===== config.mk =====
export PLATFORM = sky130hd
export DESIGN_NAME = bvsa_lane
export DESIGN_NICKNAME = d
export VERILOG_FILES = /design/src/hdl/byte_vector_simd_alu_defines.svh /design/src/hdl/bvsa_pkg.sv /design/src/hdl/bvsa_lane.sv
export SDC_FILE = /design/constraint.sdc
export NUM_CORES = 1
export LEC_CHECK = 0
export BUFFER_PORTS_ARGS = -buffer_cell sky130_fd_sc_hd__buf_4
export CORE_ASPECT_RATIO = 0.75
export CORE_MARGIN = 2
export CORE_UTILIZATION = 41
export DETAILED_ROUTE_END_ITERATION = 8
export PLACE_DENSITY = 0.86
export REMOVE_ABC_BUFFERS = 1
export SYNTH_ARGS = -nofsm -noshare
export SYNTH_HDL_FRONTEND = slang
export SYNTH_SLANG_ARGS = --single-unit

===== constraint.sdc =====
create_clock -name i_clk -period 2.2 [get_ports i_clk]
set_input_delay 0.11 -clock i_clk [delete_from_list [all_inputs] [get_ports i_clk]]
set_output_delay 0.11 -clock i_clk [all_outputs]
set_load 0.05 [all_outputs]

===== src/hdl/byte_vector_simd_alu_defines.svh =====
// ----------------------------------------------------------------------------
// byte_vector_simd_alu_defines.svh
// Assertion macros shared by the byte vector ALU.
// ----------------------------------------------------------------------------
`ifndef BYTE_VECTOR_SIMD_ALU_DEFINES_SVH
`define BYTE_VECTOR_SIMD_ALU_DEFINES_SVH

// cond must hold at every clock edge outside reset
`define BVSA_ASSERT_ALWAYS(lbl, clk, rst_n, cond, msg) \
    lbl: assert property (@(posedge clk) disable iff (!rst_n) (cond)) \
        else $error(msg);

// ante implies cons in the same cycle
`define BVSA_ASSERT_IMPL(lbl, clk, rst_n, ante, cons, msg) \
    lbl: assert property (@(posedge clk) disable iff (!rst_n) (ante) |-> (cons)) \
        else $error(msg);

`endif


===== src/hdl/bvsa_pkg.sv =====
// ----------------------------------------------------------------------------
// bvsa_pkg
// Types, opcodes and helper functions for the byte vector ALU.
// ----------------------------------------------------------------------------
package bvsa_pkg;

    localparam int LANE_COUNT = 16;
    localparam int LANE_W     = 8;
    localparam int WORD_W     = 64;
    localparam int HALF_W     = 32;
    localparam int SCALAR_W   = 16;
    localparam int COUNT_W    = 5;

    localparam logic [LANE_W-1:0] ZERO_BYTE = 8'h00;
    localparam logic [LANE_W-1:0] ONES_BYTE = 8'hFF;

    typedef logic [LANE_W-1:0]                   t_byte;
    typedef logic [LANE_COUNT-1:0][LANE_W-1:0]   t_vec;

    typedef enum logic [3:0] {
        OP_EQ       = 4'd0,
        OP_OR       = 4'd1,
        OP_AND      = 4'd2,
        OP_ANDNOT   = 4'd3,
        OP_NOT      = 4'd4,
        OP_SHUFFLE  = 4'd5,
        OP_SHR      = 4'd6,
        OP_CLMUL    = 4'd7,
        OP_MOVEMASK = 4'd8,
        OP_COUNT    = 4'd9,
        OP_SPLAT    = 4'd10
    } t_op;

    // control that travels alongside the lane data into the merge stage
    typedef struct packed {
        logic valid;
        t_op  op;
    } t_ctl;

    // four 32x32 carry-less partial products
    typedef struct packed {
        logic [WORD_W-1:0] p11;
        logic [WORD_W-1:0] p10;
        logic [WORD_W-1:0] p01;
        logic [WORD_W-1:0] p00;
    } t_clmul_pp;

    function automatic logic [WORD_W-1:0] clmul32(input logic [HALF_W-1:0] x,
                                                  input logic [HALF_W-1:0] y);
        logic [WORD_W-1:0] acc;
        acc = '0;
        for (int i = 0; i < HALF_W; i++) begin
            if (y[i]) begin
                acc = acc ^ ({{HALF_W{1'b0}}, x} << i);
            end
        end
        return acc;
    endfunction

    function automatic logic [2:0] pop4(input logic [3:0] v);
        return {2'b00, v[0]} + {2'b00, v[1]} + {2'b00, v[2]} + {2'b00, v[3]};
    endfunction

    function automatic logic [COUNT_W-1:0] pop16(input logic [LANE_COUNT-1:0] v);
        logic [3:0] s0;
        logic [3:0] s1;
        s0 = {1'b0, pop4(v[3:0])}  + {1'b0, pop4(v[7:4])};
        s1 = {1'b0, pop4(v[11:8])} + {1'b0, pop4(v[15:12])};
        return {1'b0, s0} + {1'b0, s1};
    endfunction

endpackage


===== src/hdl/bvsa_lane.sv =====
// ----------------------------------------------------------------------------
// bvsa_lane
// One byte lane: computes the lane's byte for all bytewise operations.
// ----------------------------------------------------------------------------
module bvsa_lane (
    input  logic           i_clk,
    input  bvsa_pkg::t_op  i_op,
    input  bvsa_pkg::t_vec i_a_vec,
    input  bvsa_pkg::t_byte i_a_byte,
    input  bvsa_pkg::t_byte i_b_byte,
    input  bvsa_pkg::t_byte i_shift_amount,
    input  bvsa_pkg::t_byte i_splat_value,
    output bvsa_pkg::t_byte o_byte,
    output logic           o_sign
);
    import bvsa_pkg::*;

    t_byte r_byte;
    t_byte n_byte;
    logic  r_sign;

    always_comb begin
        case (i_op)
            OP_EQ:      n_byte = (i_a_byte == i_b_byte) ? ONES_BYTE : ZERO_BYTE;
            OP_OR:      n_byte = i_a_byte | i_b_byte;
            OP_AND:     n_byte = i_a_byte & i_b_byte;
            OP_ANDNOT:  n_byte = ~i_a_byte & i_b_byte;
            OP_NOT:     n_byte = ~i_a_byte;
            // index bit 7 zeroes the lane; bits 6:4 are ignored
            OP_SHUFFLE: n_byte = i_b_byte[7] ? ZERO_BYTE : i_a_vec[i_b_byte[3:0]];
            OP_SHR:     n_byte = (i_shift_amount[7:3] != 5'd0) ? ZERO_BYTE
                                 : (i_a_byte >> i_shift_amount[2:0]);
            OP_SPLAT:   n_byte = i_splat_value;
            default:    n_byte = ZERO_BYTE;
        endcase
    end

    always_ff @(posedge i_clk) begin
        r_byte <= n_byte;
        r_sign <= i_a_byte[LANE_W-1];
    end

    assign o_byte = r_byte;
    assign o_sign = r_sign;

endmodule


==> flow_summary.toml, run 1 <==
[yosys]
synth_compound_area_share_pct = 15.68
ys_types = 43
synth_ff_type = "dfxtp_1"
netlist_area_um2 = 2251
yosys.area_share.simple_pct = 18.57
seq_area_frac_synth_pct = 8.004
synth_top_cell_area_share_pct = 17.01
synth_area_leader_cell = "mux4_2"
synth_edf_count = 0
syn_inst = 240
synth-adder-area-share_pct = 4.447
synthTopCellsByArea = "mux4_2 17%, mux2i_1 12%, mux4_1 8.2%, dfxtp_1 8.0%, a22oi_1 6.3%"
ys_warn_count = 0
synth-xor-area-share_pct = 1.946
syn_area_per_cell_um2 = 9.379
synth-seq-cells = 9
ys_async_sr_fraction_pct = 0
synth_top_family_by_area = "multiplexers"
muxShareOfSynthArea_pct = 43.19

[job]
cap_viol_max_count = 0

[clock_tree]
cts_made_buffers = 3
clk_pin_slew_worst_paths_ns = 0.05
hold_buffers = 0
cts_sinks = 9
cts_root_buffer = "clkbuf_8"
cts_setup_buffers = 0
htree_levels = 1
cts_tree = "yes"
cts_buffer_depth = 2
ctsResizeCount = 0

[power_and_ir_drop]
vdd_drop_max_mv = 0.1712
comb_power_share_pct = 62.0
switchingPower_mw = 0.3571
p_leak_nw = 1.716
pwr-share-clk_pct = 20.5
switching_share_pct = 34.65
total_power_mw = 1.031
pwr_density_cell_nw_per_um2 = 285.0
power.internal_mw = 0.6735
seqPwrFrac_pct = 17.5

[placement]
dp_cells = 472
routabilityCongestion = 0.9557
hpwl_um = 7341
port_buffers = 173

[timing]
tns_ns = 0
fin_crit_ns = 1.636
slew_headroom_pct = 59.25
clock.fmax_mhz = 611.2
finalHoldViolCount = 0
max_slew.worst_pin.slew_ns = 0.6062
whs_ns = 0.05566
setup_viol = 0
finalMaxSlewViolations = 0
rsz0062_at_grt = "false"
finalCritPeriodShare_pct = 74.37

[layout]
stdcell_count = 476
nNetsFinal = 575
drive_above_1_share_pct = 53.62
utilization_pct = 67.92
diodes = 0
area.growth.synth_to_final_pct = 60.64

[floorplan]
rows = 23
die_h_um = 68.17
start_util_pct = 42.28
fp.dieW_um = 89.56
coreArea_um2 = 5324
dieArea_um2 = 6105
ios = 174

[detailed_routing]
drc = 0
routed_wl_um = 8925
via_per_inst = 5.931
ant_nets = 0
wl_per_cell_um = 18.75
dr.pass1.iters = 4
via_count = 2823
drtIter0Drc = 299

[global_route]
antenna_found_initial = 0
grt_pass1_vias = 2820
grt_overflow = 0
groute.usage.overall_pct = 28.18
grt_max_degree = 30
grt_pass1_wl_um = 13230

[critical_path]
crit_type = "in -> reg"
crit_end = "o_byte[3]$_DFF_P_"
worstPathRequired_ns = 2.38
path_max_fanout = 29
setup.worst_path.start_class = "input port"
cp-end-kind = "flip-flop"
cp.arrival_ns = 1.81
cp-startpoint = "i_b_byte[2]"

[outcome]
outcome = "complete, no violations"

[hold_path]
hold_class = "in -> reg"
hp-start = "i_a_byte[7]"
-- cells in the final DEF, fill, tap and decap left out, types with 2 or more instances in the layout --
cell type,instances
buf_4,178
mux2i_1,27
a22oi_1,19
inv_1,18
mux4_2,17
mux2_2,12
nand4b_1,10
dfxtp_1,9
ha_1,8
nor2_1,7
nand3_1,7
nand2_1,7
mux4_1,7
nor4_1,6
o31ai_1,6
nor3_1,5
nand4_1,5
nor2b_1,4
a21oi_1,4
o21ai_0,4
xnor2_1,4
o22ai_1,4
nand2b_1,3
or3b_2,3
a211oi_1,3
a2bb2oi_1,3
clkbuf_8,3
nand3b_1,2
a41oi_1,2
o211ai_1,2
-- layer usage --
metal / GRT usage [%] / wire length [µm] / vias to the layer above
li1: - / - / 1298
met1: 32.38 / 3184 / 1317
met2: 49.17 / 4380 / 181
met3: 9.530 / 1106 / 27
met4: 9.515 / 254 / 0
met5: 0 / 0 / -
-- per-stage QoR --
stage / cell area, µm² / setup slack, ns
after global placement: 3571 / 0.4066
after floorplan: 2135 / 0.7378
final: 3616 / 0.5639
after detailed placement: 3571 / 0.3063
after CTS: 3616 / 0.5621
after global routing: 3616 / 0.4506
-- power groups by stage --
stage / Clock, mW / Sequential (mW) / Combinational [mW]
floorplan: 0 / 0.226 / 0.232
global placement: 0 / 0.183 / 0.617
detailed placement: 0 / 0.183 / 0.633
CTS: 0.211 / 0.180 / 0.635
global route: 0.215 / 0.181 / 0.681
finish: 0.212 / 0.180 / 0.639
-- flip-flops by register name, summed over array words and instances, names as in the netlist --
signal  count
o_byte      8
o_sign      1
-- final cells by class --
class	instances	area (µm²)
Timing Repair Buffer	178	1336
Sequential cell	9	180.2
Inverter	18	67.56
Clock buffer	4	45.04
Tap cell	75	93.84
Multi-Input combinational cell	192	1893
Fill cell	445	1708
-- synth_stat cells, drive strengths merged (3+ instances only) --
master	instances
nand4	5
dfxtp	9
nor2b	4
inv	18
nor3	5
mux4	24
o31ai	6
or3b	3
a21oi	4
mux2i	27
nand2b	3
ha	8
a22oi	19
o22ai	4
nand3	7
nand4b	10
a211oi	3
buf	13
o21ai	4
nor2	7
mux2	12
clkbuf	8
nand2	7
a2bb2oi	3
nor4	7
xnor2	4
-- cell families (layout without fill, tap and decap cells) --
group	Yosys count	count (layout)
AO/OA/AOI/OAI	49	49
buffers and inverters	39	200
XOR/XNOR	5	5
AND/OR/NAND/NOR	67	67
flip-flops	9	9
adder cells (fa/ha/maj)	8	8
multiplexers	63	63
-- worst min-delay path by stage --
stage                          end  slack [ns]  cells past startpoint
floorplan           o_sign$_DFF_P_        0.14                      0
CTS                 o_sign$_DFF_P_        0.05                      1
global route        o_sign$_DFF_P_        0.06                      1
detailed placement  o_sign$_DFF_P_        0.29                      1
finish              o_sign$_DFF_P_        0.06                      1
global placement    o_sign$_DFF_P_        0.29                      1
-- worst max-delay path, cell delays in order --
cell	delay [ns]
buf_4	0.31
inv_1	0.12
ha_1	0.29
nor4_1	0.39
and4_1	0.37
a41oi_1	0.08
nand4_1	0.12
Power figures use the tool's default switching activity.
==> inputs of run 2 (changes only) <==
CORE_UTILIZATION = 37   (was 41)
PLACE_DENSITY = 0.83   (was 0.86)
clock period = 1.45 ns   (was 2.2 ns; I/O delays follow)
==> flow_summary.toml, run 2 (same netlist as run 1, synthesis figures left out) <==
[outcome]
outcome = "complete, no violations"

[global_route]
grt_max_degree = 20
grt_overflow = 0
grt_pass1_wl_um = 14040
grt_pass1_vias = 2982
antenna_found_initial = 0
groute.usage.overall_pct = 26.12

[power_and_ir_drop]
pwr_density_cell_nw_per_um2 = 419.1
switchingPower_mw = 0.5477
switching_share_pct = 33.64
p_leak_nw = 1.867
vdd_drop_max_mv = 0.2526
pwr-share-clk_pct = 18.7
comb_power_share_pct = 64.5
total_power_mw = 1.628
power.internal_mw = 1.080
seqPwrFrac_pct = 16.8

[timing]
finalMaxSlewViolations = 0
setup_viol = 0
fin_crit_ns = 1.391
max_slew.worst_pin.slew_ns = 0.4099
slew_headroom_pct = 72.42
clock.fmax_mhz = 718.9
finalCritPeriodShare_pct = 95.93
tns_ns = 0
setup_slack_ns = 0.05897
finalHoldViolCount = 0

[layout]
multi_input_area_um2 = 1911
diodes = 0
finalInstanceArea_um2 = 3885
most-common-layout-cells = "203 x buf_4, 27 x mux2i_1, 18 x inv_1, 18 x a22oi_1, 17 x mux4_2"
largest_register_ffs = 8
area.growth.synth_to_final_pct = 72.60
fill_cells = 502
seq_area_um2 = 180.2
final_common_cell = "buf_4"
drive_above_1_share_pct = 57.34
nNetsFinal = 603

[detailed_routing]
drtIter0Drc = 190
via_per_inst = 5.698
routed_wl_um = 9116
wl_per_cell_um = 17.98
ant_nets = 0
dr.pass1.iters = 4
via_count = 2889
drc = 0

[floorplan]
dieArea_um2 = 6730
rows = 24
fp.dieW_um = 94.07
ios = 174
coreArea_um2 = 5856
die_h_um = 71.55
start_util_pct = 38.44

[placement]
routabilityCongestion = 0.9535
port_buffers = 173
post-place-ws_ns = -0.2059
dpl_cell_area_um2 = 3829
hpwl_um = 7686

[clock_tree]
cts_root_buffer = "clkbuf_8"
cts_tree = "yes"
htree_levels = 1
cts_setup_buffers = 0
clk_pin_slew_worst_paths_ns = 0.04
cts_made_buffers = 3
cts_sinks = 9
cts_buffer_depth = 2

[hold_path]
hold_class = "in -> reg"

[critical_path]
cp.arrival_ns = 1.56
crit_type = "in -> reg"
setup.worst_path.start_class = "input port"
cp-end-kind = "flip-flop"
path_max_fanout = 13
worstPathRequired_ns = 1.62

[job]
cap_viol_max_count = 0
==> run 2: layout make-up <==
class	instances	area share, %
Multi-Input combinational cell	192	49.18
Timing Repair Buffer	206	40.77
Sequential cell	9	4.638
Tap cell	78	2.512
Inverter	18	1.739
Clock buffer	4	1.159
==> run 2: routing by layer <==
layer	global-route usage [%]	wire [µm]	share of wire (%)	up-vias
met5	0	0	0	-
met4	6.280	128	1.4	0
met3	6.730	948	10	16
met2	45.00	4469	49	163
met1	32.94	3569	39	1356
li1	-	-	-	1354
==> run 2: power groups by stage <==
stage,Sequential (mW),Combinational (mW),Clock (mW)
final,0.274,1.05,0.305
after global routing,0.275,1.12,0.317
after CTS,0.274,1.04,0.304
after detailed placement,0.278,1.04,0
after global placement,0.279,1.01,0
after floorplan,0.343,0.352,0
==> run 2: timing repair <==
action | 4_1_cts | 5_1_grt
hold buffers | 0 | 0
resized for setup | 0 | 2
endpoints found under the setup margin | 0 | 8
==> run 2: final timing paths <==
| check | cells past startpoint | to | start | slack [ns] |
|---|---|---|---|---|
| max | 8 | o_byte[3]$_DFF_P_ | i_b_byte[0] | 0.06 |
| min | 2 | o_sign$_DFF_P_ | i_a_byte[7] | 0.11 |
==> run 2: worst max-delay path: stages <==
cell and delay [ns]:
buf_4 0.14, buf_12 0.16, inv_1 0.06, ha_1 0.29
nor4_2 0.32, and4_1 0.33, a41oi_1 0.08, nand4_1 0.11
==> run 2: per-stage QoR <==
| stage | std cells | utilization, % | hold slack, ns |
|---|---|---|---|
| final | 507 | 66.35 | 0.1087 |
| after global routing | 507 | 66.35 | 0.1040 |
| after CTS | 507 | 66.15 | 0.1044 |
| after detailed placement | 503 | 65.38 | 0.3432 |
| after global placement | 503 | 65.38 | 0.3429 |
| after floorplan | 219 | - | 0.1002 |
==> inputs of run 3 (changes only) <==
PLACE_DENSITY = 0.84   (was 0.83)
==> flow_summary.toml, run 3 (same netlist as run 1, synthesis figures left out) <==
[global_route]
grt_pass1_wl_um = 14520
antenna_found_initial = 0
grt_pass1_vias = 2997
groute.usage.overall_pct = 27.39
grt_max_degree = 19
grt_overflow = 0

[critical_path]
crit_chain = "buf_12 > buf_12 > mux4_2 > mux2_2 > a22oi_1 > nand4_1"
crit_path_max_incr_delay_ns = 0.49
cp.arrival_ns = 1.45
crit_type = "in -> reg"
crit_top_cell = "buf_12"
path_max_fanout = 18
cp-startpoint = "i_b_byte[0]"
cp-end-kind = "flip-flop"
setup.worst_path.start_class = "input port"
cp_slowest_cell = "mux4_2"
worstPathRequired_ns = 1.55

[timing]
fin_crit_ns = 1.346
rsz0062_at_grt = "false"
slew_headroom_pct = 76.18
clock.fmax_mhz = 742.9
setup_viol = 0
finalCritPeriodShare_pct = 92.84
tns_ns = 0
finalMaxSlewViolations = 0
max_slew.worst_pin.slew_ns = 0.3540
finalHoldViolCount = 0

[clock_tree]
clk_pin_slew_worst_paths_ns = 0.05
cts_root_buffer = "clkbuf_8"
cts_made_buffers = 3
cts_buffer_depth = 2
cts_sinks = 9
cts_setup_buffers = 0
cts_tree = "yes"
htree_levels = 1

[layout]
largest_register_ffs = 8
final_common_cell = "buf_4"
nNetsFinal = 602
area.growth.synth_to_final_pct = 71.48
finalInstanceArea_um2 = 3860
fill_cells = 528
drive_above_1_share_pct = 57.01
diodes = 0
most-common-layout-cells = "203 x buf_4, 27 x mux2i_1, 19 x a22oi_1, 18 x inv_1, 17 x mux4_2"

[placement]
dpl_cell_area_um2 = 3796
hpwl_um = 7840
routabilityCongestion = 0.9388
port_buffers = 173

[floorplan]
rows = 24
dieArea_um2 = 6730
die_h_um = 71.55
ios = 174
coreArea_um2 = 5856
fp.dieW_um = 94.07
start_util_pct = 38.44

[detailed_routing]
drc = 0
wl_per_cell_um = 18.27
via_count = 2880
ant_nets = 0
via_per_inst = 5.692
drtIter0Drc = 235
dr.pass1.iters = 4
routed_wl_um = 9243

[job]
cap_viol_max_count = 0

[hold_path]
hold_path_end = "o_sign$_DFF_P_"
hold_class = "in -> reg"
hp-start = "i_a_byte[7]"
min_path_cells = 2

[power_and_ir_drop]
pwr-share-clk_pct = 19.4
seqPwrFrac_pct = 16.7
p_leak_nw = 1.857
total_power_mw = 1.636
switchingPower_mw = 0.5597
vdd_drop_max_mv = 0.3292
power.internal_mw = 1.076
switching_share_pct = 34.21
comb_power_share_pct = 64.0
pwr_density_cell_nw_per_um2 = 423.9

[outcome]
outcome = "complete, no violations"
run 3: how the worst max path moves through the flow:
stage                              to  slack (ns)  cells past startpoint
CTS                 o_byte[6]$_DFF_P_        0.02                      6
detailed placement  o_byte[6]$_DFF_P_       -0.33                      6
finish              o_byte[3]$_DFF_P_        0.10                      6
global route        o_byte[3]$_DFF_P_       0.002                      6
floorplan           o_byte[3]$_DFF_P_        0.03                      6
global placement    o_byte[6]$_DFF_P_       -0.26                      6
run 3: through the flow:
step | util, % | setup slack, ns | hold WS [ns] | instances
2_1_floorplan | - | 0.02529 | 0.1002 | 219
3_3_place_gp | 64.83 | -0.2593 | 0.3465 | 502
3_5_place_dp | 64.83 | -0.3299 | 0.3500 | 502
4_1_cts | 65.66 | 0.01836 | 0.1118 | 506
5_1_grt | 65.92 | 0.001584 | 0.1255 | 506
6_report | 65.92 | 0.1039 | 0.1194 | 506
run 3: final cells by class:
cell class | count | area [µm²] | share of cell area [%]
Clock buffer | 4 | 45.04 | 1.167
Inverter | 18 | 67.56 | 1.750
Multi-Input combinational cell | 192 | 1906 | 49.37
Sequential cell | 9 | 180.2 | 4.668
Tap cell | 78 | 97.59 | 2.528
Timing Repair Buffer | 205 | 1564 | 40.52
run 3: power groups by stage:
stage	sequential, mW	clock, mW	combinational, mW
floorplan	0.343	0	0.352
global placement	0.279	0	1.00
detailed placement	0.278	0	1.03
CTS	0.273	0.310	1.04
global route	0.274	0.320	1.12
finish	0.273	0.317	1.05
run 3: routing by layer:
layer | wire, µm | up-vias | global-route usage [%]
met2 | 4592 | 156 | 49.68
met4 | 118 | 0 | 5.797
met1 | 3719 | 1358 | 34.01
met3 | 813 | 12 | 5.152
li1 | - | 1354 | -
met5 | 0 | - | 0
run 3: critical path, delay by kind of cell:
family	cells	cell delay [ns]
AND/OR/NAND/NOR	1	0.12
AO/OA/AOI/OAI	1	0.20
multiplexers	2	0.76
buffers and inverters	2	0.27
run 3: timing repair:
item / 4_1_cts / 5_1_grt
gates resized for setup: 1 / 3
setup endpoints to repair: 6 / 6
hold buffers: 0 / 0
